<file path="config.mk">
export PLATFORM = sky130hd
export DESIGN_NAME = wpps_div
export DESIGN_NICKNAME = d
export VERILOG_FILES = /design/src/rtl/wpps_pkg.sv /design/src/rtl/wpps_div.sv
export SDC_FILE = /design/constraint.sdc
export NUM_CORES = 1
export LEC_CHECK = 0
export BUFFER_PORTS_ARGS = -buffer_cell sky130_fd_sc_hd__buf_2
export CORE_ASPECT_RATIO = 0.5
export CORE_MARGIN = 2
export CORE_UTILIZATION = 50
export CTS_BUF_LIST = sky130_fd_sc_hd__clkbuf_4 sky130_fd_sc_hd__clkbuf_8
export DETAILED_ROUTE_END_ITERATION = 12
export MAX_ROUTING_LAYER = met4
export PLACE_DENSITY = 0.79
export SKIP_CTS_REPAIR_TIMING = 1
export SLEW_MARGIN = 20
export SYNTH_ARGS = -nofsm -noshare
export SYNTH_HDL_FRONTEND = slang
export SYNTH_SLANG_ARGS = --single-unit
</file>
<file path="constraint.sdc">
create_clock -name aclk -period 3.47 [get_ports aclk]
set_clock_uncertainty 0.05 [all_clocks]
set_input_delay 0.1735 -clock aclk [delete_from_list [all_inputs] [get_ports aclk]]
set_output_delay 0.1735 -clock aclk [all_outputs]
set_load 0.01 [all_outputs]
</file>
<file path="src/rtl/wpps_pkg.sv">
`default_nettype none
package wpps_pkg;

    // Storage geometry.
    localparam int NUM_VTX  = 1024;
    localparam int VTX_AW   = 10;
    localparam int NUM_EDGE = 8192;
    localparam int EDGE_AW  = 13;

    // Field and datapath widths.
    localparam int CNT_W    = 14;
    localparam int RANK_W   = 32;
    localparam int VC_W     = 11;
    localparam int DAMP_W   = 25;
    localparam int FRAC_W   = 24;
    localparam int SUM_W    = 46;
    localparam int PROD_W   = DAMP_W + FRAC_W;
    localparam int ACC_W    = DAMP_W + 1;
    localparam int NR_W     = 48;
    localparam int ERRS_W   = 43;
    localparam int DCNT_W   = 6;
    localparam int CFG_IW   = 2;

    // Configuration register indexes.
    localparam logic [CFG_IW-1:0] CFG_VCOUNT  = 2'd0;
    localparam logic [CFG_IW-1:0] CFG_EPSILON = 2'd1;
    localparam logic [CFG_IW-1:0] CFG_DAMPING = 2'd2;
    localparam logic [CFG_IW-1:0] CFG_BASE    = 2'd3;

    // Reset values of the configuration registers.
    localparam logic [VC_W-1:0]   VCOUNT_RST  = 11'd1024;
    localparam logic [RANK_W-1:0] EPSILON_RST = 32'd168;
    localparam logic [DAMP_W-1:0] DAMPING_RST = 25'd14260634;
    localparam logic [DAMP_W-1:0] BASE_RST    = 25'd2516582;

    typedef enum logic [2:0] {
        MODE_VERTEX  = 3'd0,
        MODE_IN_EDGE = 3'd1,
        MODE_OUT_EDGE = 3'd2,
        MODE_CONTRIB = 3'd3,
        MODE_READ    = 3'd4,
        MODE_SWEEP   = 3'd5
    } mode_t;

    typedef enum logic [4:0] {
        ST_IDLE,
        ST_RD1,
        ST_RD2,
        ST_VX,
        ST_VCHK,
        ST_IN,
        ST_INE,
        ST_INC,
        ST_M1,
        ST_M2,
        ST_M3,
        ST_ERR,
        ST_OUT,
        ST_OUTE,
        ST_DGO,
        ST_DIV,
        ST_RES,
        ST_CLR
    } state_t;

    typedef struct packed {
        logic              start;
        logic [ERRS_W-1:0] dividend;
        logic [VC_W-1:0]   divisor;
    } div_req_t;

    typedef struct packed {
        logic              busy;
        logic              done;
        logic [ERRS_W-1:0] quotient;
    } div_rsp_t;

endpackage
`default_nettype wire

</file>
<file path="src/rtl/wpps_div.sv">
`default_nettype none
module wpps_div (
    input  wire logic               aclk,
    input  wire logic               aresetn,
    input  wire wpps_pkg::div_req_t req,
    output wpps_pkg::div_rsp_t      rsp
);

    logic [wpps_pkg::ERRS_W-1:0] quo_reg, quo_next;
    logic [wpps_pkg::VC_W-1:0]   rem_reg, rem_next;
    logic [wpps_pkg::VC_W-1:0]   dvs_reg, dvs_next;
    logic [wpps_pkg::DCNT_W-1:0] cnt_reg, cnt_next;
    logic                        busy_reg, busy_next;
    logic                        done_reg, done_next;
    logic [wpps_pkg::VC_W:0]     trial;
    logic [wpps_pkg::VC_W:0]     diff;

    // Restoring division, one quotient bit per cycle.
    always_comb begin
        trial     = {rem_reg, quo_reg[wpps_pkg::ERRS_W-1]};
        diff      = trial - {1'b0, dvs_reg};
        quo_next  = quo_reg;
        rem_next  = rem_reg;
        dvs_next  = dvs_reg;
        cnt_next  = cnt_reg;
        busy_next = busy_reg;
        done_next = 1'b0;
        if (req.start) begin
            quo_next  = req.dividend;
            rem_next  = '0;
            dvs_next  = req.divisor;
            cnt_next  = wpps_pkg::DCNT_W'(wpps_pkg::ERRS_W);
            busy_next = 1'b1;
        end else if (busy_reg) begin
            if (!diff[wpps_pkg::VC_W]) begin
                rem_next = diff[wpps_pkg::VC_W-1:0];
            end else begin
                rem_next = trial[wpps_pkg::VC_W-1:0];
            end
            quo_next  = {quo_reg[wpps_pkg::ERRS_W-2:0], ~diff[wpps_pkg::VC_W]};
            cnt_next  = cnt_reg - 1'b1;
            if (cnt_reg == wpps_pkg::DCNT_W'(1)) begin
                busy_next = 1'b0;
                done_next = 1'b1;
            end
        end
    end

    always_ff @(posedge aclk) begin
        if (!aresetn) begin
            busy_reg <= 1'b0;
            done_reg <= 1'b0;
            cnt_reg  <= '0;
        end else begin
            busy_reg <= busy_next;
            done_reg <= done_next;
            cnt_reg  <= cnt_next;
        end
        quo_reg <= quo_next;
        rem_reg <= rem_next;
        dvs_reg <= dvs_next;
    end

    assign rsp.busy     = busy_reg;
    assign rsp.done     = done_reg;
    assign rsp.quotient = quo_reg;

endmodule
`default_nettype wire

</file>
* Word level (Yosys, flattened, before mapping)
Cells that the tools add are included.
Widths: inputs -> output; s select.
** Word-level totals
- Flip-flop bits (word level) :: 73
- Logic and storage cells :: 25
- Input port bits :: 57
- Output and inout port bits :: 45
** Cells by class
- Bitwise operators :: 3
- Reduce and logical (&&, ||, !) cells :: 3
- Equal/unequal tests :: 1
- $add $sub $neg :: 2
- Mux-type cells :: 9
** Operators with widths (number)
- $mux 43 :: 2
- $mux 6 :: 2
- $sub 12x11->12 :: 1
- $mux 11 :: 1
- $eq 6x1->1 const B :: 1
- $sub 6x1->6 const B :: 1
- $mux 1 :: 4
- $not 1->1 :: 3
- $reduce_or 3->1 :: 1
- $reduce_bool 2->1 :: 1
- $reduce_or 2->1 :: 1

* Depth between registers and ports, before layout
- Word-level depth :: 4
- Mapped depth :: 10

* Worst setup path after synthesis
OpenSTA, ideal clock, no wires.
- Path kind :: register to register
- Start :: register quo_reg[42] in the netlist's numbering
- End :: register rem_reg[6] in the netlist's numbering
- Path slack :: 1.031 ns
- Required time :: 3.278 ns
- Arrival time :: 2.247 ns
- Clock period less this slack :: 2.439 ns
- Path buffers :: 0
- Library setup time :: 0.142 ns
- Cell stages (with the launch flop) :: 11
- Cell sequence :: edfxtp_1 inv_1 ha_1 inv_1 fa_1 a21o_1 a31oi_1 o21bai_1 or2_2 a2111oi_0 a311oi_1
** On the way
- Word-level cells in the longest chain between the ends :: 2
** Ends and longest elaborated chain
- start, declared :: line wpps_div.sv:9 : logic [wpps_pkg::ERRS_W-1:0] quo_reg, quo_next;
- start signal, assigned :: line wpps_div.sv:59 : quo_reg <= quo_next;
- $sub 12x11->12 :: line wpps_div.sv:21 : diff = trial - {1'b0, dvs_reg};
- $mux 11 :: line wpps_div.sv:35 : if (!diff[wpps_pkg::VC_W]) begin
- end signal, assigned :: line wpps_div.sv:60 : rem_reg <= rem_next;
- end, declared :: line wpps_div.sv:10 : logic [wpps_pkg::VC_W-1:0] rem_reg, rem_next;
No other way between the ends.
A chain may end at the register's enable or synchronous reset.

* Worst setup path in the final report
Ends and elaborated chain as after synthesis.

==> out/qor.json <==
{
  "final_hold_vios": 0,
  "period_minus_slack_ns": 2.52,
  "pwr-share-comb": 0.209,
  "slew_violations": 0,
  "die_area_um2": 8070,
  "mux_contribution_to_synthesized_area": 0.132,
  "total_switching_power_uw": 614,
  "startpoint_type": "register",
  "total_detailed_routing_wirelength_um": 7720,
  "drt_pre_antenna_iters": 5,
  "netlist_area_um2": 3660,
  "design_internal_power_mw": 1.61,
  "fin_nets": 482,
  "synth_ff_type": "edfxtp_1",
  "top_area_cells_in_the_synthesized_netlist": "edfxtp_1 44%, mux2_2 13%, dfxtp_1 10%, ha_1 4.4%, inv_1 2.2%",
  "switching_share": 0.277,
  "clock-root-buffer": "clkbuf_8",
  "via_count_of_the_first_global_routing_pass": 2730,
  "drive_gt1_frac": 0.411,
  "place.port_buffers": 101,
  "timing.final.setup_violations": 0,
  "unrepaired_setup_endpoints_after_global_routing": "no",
  "total_power_mw": 2.22,
  "clock_latency_ns": 0.35,
  "part_of_the_total_power_dissipated_in_the_clock_network": 0.300,
  "drt_iter0_drc": 186,
  "area_growth_syn_to_layout_pct": 24.1,
  "period_share": 0.725,
  "die_width_um": 125,
  "post_synth_inst_count": 299,
  "initial_utilization": 0.532,
  "cpLargestDelayFamily": "compound AO/OA/AOI/OAI gates",
  "most_frequent_cell_on_critical_path": "inv_1",
  "number_of_top_level_pins": 102,
  "core_um2": 6880,
  "cp-end-kind": "register",
  "synth_xor_xnor_area_share": 0.0239,
  "antenna_left": 0,
  "tritoncts": "built",
  "worstHoldPathType": "in2reg",
  "critPathMaxStageDelay_ns": 0.42,
  "numCtsBuffers": 9,
  "total_via_count_after_detailed_routing": 2750,
  "result_of_the_run": "finished clean",
  "grt_overflow": 0,
  "largest_reg_flops": 43,
  "worst_ep_required_time_ns": 3.64,
  "syn_avg_cell_area_um2": 12.3,
  "syn_nets": 370,
  "max_cap_violations": 0,
  "antenna_violations_before_repair": 0,
  "synth-compound-area-share": 0.125,
  "gp_routability_congestion": 0.895,
  "grt_use_total": 0.206,
  "detail_route.drc_violations": 0,
  "synthDistinctLibCells": 53,
  "clkSlewWorstSetupHoldPaths_ns": 0.07,
  "synth_top_cell_by_area": "edfxtp_1",
  "cp_data_arrival_time_ns": 2.69,
  "n_fill_cell": 519,
  "num_antenna_cells": 0,
  "row_count": 21,
  "max_freq_mhz": 398,
  "maximum_number_of_pins_on_one_net_before_global_route_repair": 44,
  "clk_path_buf_depth": 2,
  "synth-async-reset-ratio": 0,
  "die_y_um": 64.5,
  "synth_simple_gate_area_share": 0.0844,
  "crit_path_cells": "inv_1 -> ha_1 -> inv_1 -> fa_1 -> a21o_1 -> a31oi_1 -> o21bai_1 -> or2_2 -> a2111oi_0 -> a311oi_1",
  "synth_top_cell_area_share": 0.443,
  "ir_drop_mv": 0.308,
  "cts.htree.levels": 3,
  "relSlewSlack": 0.532,
  "criticalPathCategory": "reg2reg",
  "synth-edff-count": 54,
  "dpl.hpwl_um": 5400,
  "routed_wire_length_per_instance_um": 15.2,
  "crit_fanout": 3,
  "seqPwrFrac": 0.491,
  "synth_top_family_by_area": "multiplexers",
  "grt_pass1_wl_um": 12800,
  "yosys_warnings": 0,
  "static-leakage-power_nw": 1.89,
  "tightestPinTransition_ns": 0.702,
  "ys_seq_area_frac": 0.546,
  "finalSetupTns_ns": 0,
  "cp.buffers_inverters": 2,
  "avgViaCountPerCell": 5.41,
  "synth_adder_area_share": 0.0499,
  "worst_path_max_delay_cell": "fa_1",
  "cts.sinks": 73,
  "power.density_nw_per_um2": 488,
  "postSynthRegisterBits": 73
}
-- power by group through the flow --
stage / Combinational, mW / Clock (mW) / Sequential [mW]
floorplan: 0.282 / 0 / 1.13
global placement: 0.440 / 0 / 1.10
detailed placement: 0.451 / 0 / 1.11
CTS: 0.454 / 0.684 / 1.09
global route: 0.515 / 0.722 / 1.10
finish: 0.464 / 0.666 / 1.09
-- kinds of logic (layout without fill, tap and decap cells) --
group / after synthesis / after routing
xor gates and xnor gates: 10 / 10
buffers and inverters: 35 / 152
adders and majority gates: 14 / 14
DFF: 73 / 73
AOI/OAI and AO/OA: 61 / 61
muxes: 43 / 43
and+or+nand+nor: 63 / 63
-- layout make-up --
type	instances	area (um^2)	share of cell area
Clock buffer	12	146	0.0322
Clock inverter	4	46.3	0.0102
Inverter	21	78.8	0.0173
Multi-Input combinational cell	191	1520	0.335
Sequential cell	73	2000	0.440
Tap cell	92	115	0.0253
Timing Repair Buffer	115	638	0.140
-- worst register-to-register path: stages, from the launching register on --
cell and delay (ns):
edfxtp_1 0.41, inv_1 0.07, ha_1 0.15, inv_1 0.05, fa_1 0.42, a21o_1 0.23
a31oi_1 0.17, o21bai_1 0.10, or2_2 0.27, a2111oi_0 0.40, a311oi_1 0.08
-- placed cells by master (no fill, tap or decap), types with 2 or more instances in the layout --
| cell type | instances |
|---|---|
| dlygate4sd3_1 | 11 |
| a311oi_1 | 7 |
| nor3_1 | 4 |
| o21ai_0 | 12 |
| o211ai_1 | 3 |
| a211oi_1 | 3 |
| nand4_1 | 3 |
| buf_2 | 101 |
| o21bai_1 | 2 |
| mux2_2 | 42 |
| clkbuf_4 | 3 |
| inv_1 | 21 |
| a21boi_0 | 4 |
| xnor2_1 | 8 |
| edfxtp_1 | 54 |
| nor2_1 | 19 |
| clkbuf_8 | 9 |
| xor2_1 | 2 |
| ha_1 | 13 |
| a21oi_1 | 9 |
| a2111oi_0 | 2 |
| nand3_1 | 9 |
| nor2b_1 | 2 |
| dfxtp_1 | 19 |
| a21o_1 | 4 |
| buf_4 | 3 |
| nand2_1 | 14 |
| nand2b_1 | 2 |
-- metrics by stage --
step                 util  cell area, um^2  setup slack (ns)  hold slack [ns]  cells
finish              0.661             4550             0.955           0.0626    508
global route        0.661             4550             0.694           0.0600    508
CTS                 0.645             4440             0.958          -0.0703    497
detailed placement  0.617             4250             0.985            0.302    481
global placement    0.617             4250             0.996            0.300    481
floorplan               -             3660              1.03            0.222    299
-- synth_stat cells (4+ instances only) --
cell type	number
a21boi_0	4
a21o_1	4
a21oi_1	9
a311oi_1	7
clkbuf_1	11
dfxtp_1	19
edfxtp_1	54
ha_1	13
inv_1	21
mux2_2	42
nand2_1	14
nand3_1	9
nor2_1	19
nor3_1	4
o21ai_0	12
xnor2_1	8
-- metal layers --
metal  track usage  part of all wire  vias to the layer above
met5             -                 0                        -
met4        0.0875             0.024                        0
met3        0.0570             0.054                       19
met2         0.337              0.49                       90
met1         0.245              0.44                     1293
li1              -                 -                     1348
-- path summary, 6_finish.rpt --
kind | start | endpoint | slack, ns | depth (start not counted)
worst max register to register | quo_reg[42]$_DFFE_PP_ | rem_reg[6]$_SDFFE_PP0P_ | 0.95 | 10
worst max-delay path | quo_reg[42]$_DFFE_PP_ | rem_reg[6]$_SDFFE_PP0P_ | 0.95 | 10
worst min-delay path | req[11] | quo_reg[0]$_DFFE_PP_ | 0.06 | 3
worst min register to register | rem_reg[3]$_SDFFE_PP0P_ | rem_reg[3]$_SDFFE_PP0P_ | 0.45 | 2
No activity file was read; power rests on OpenSTA's default activity.
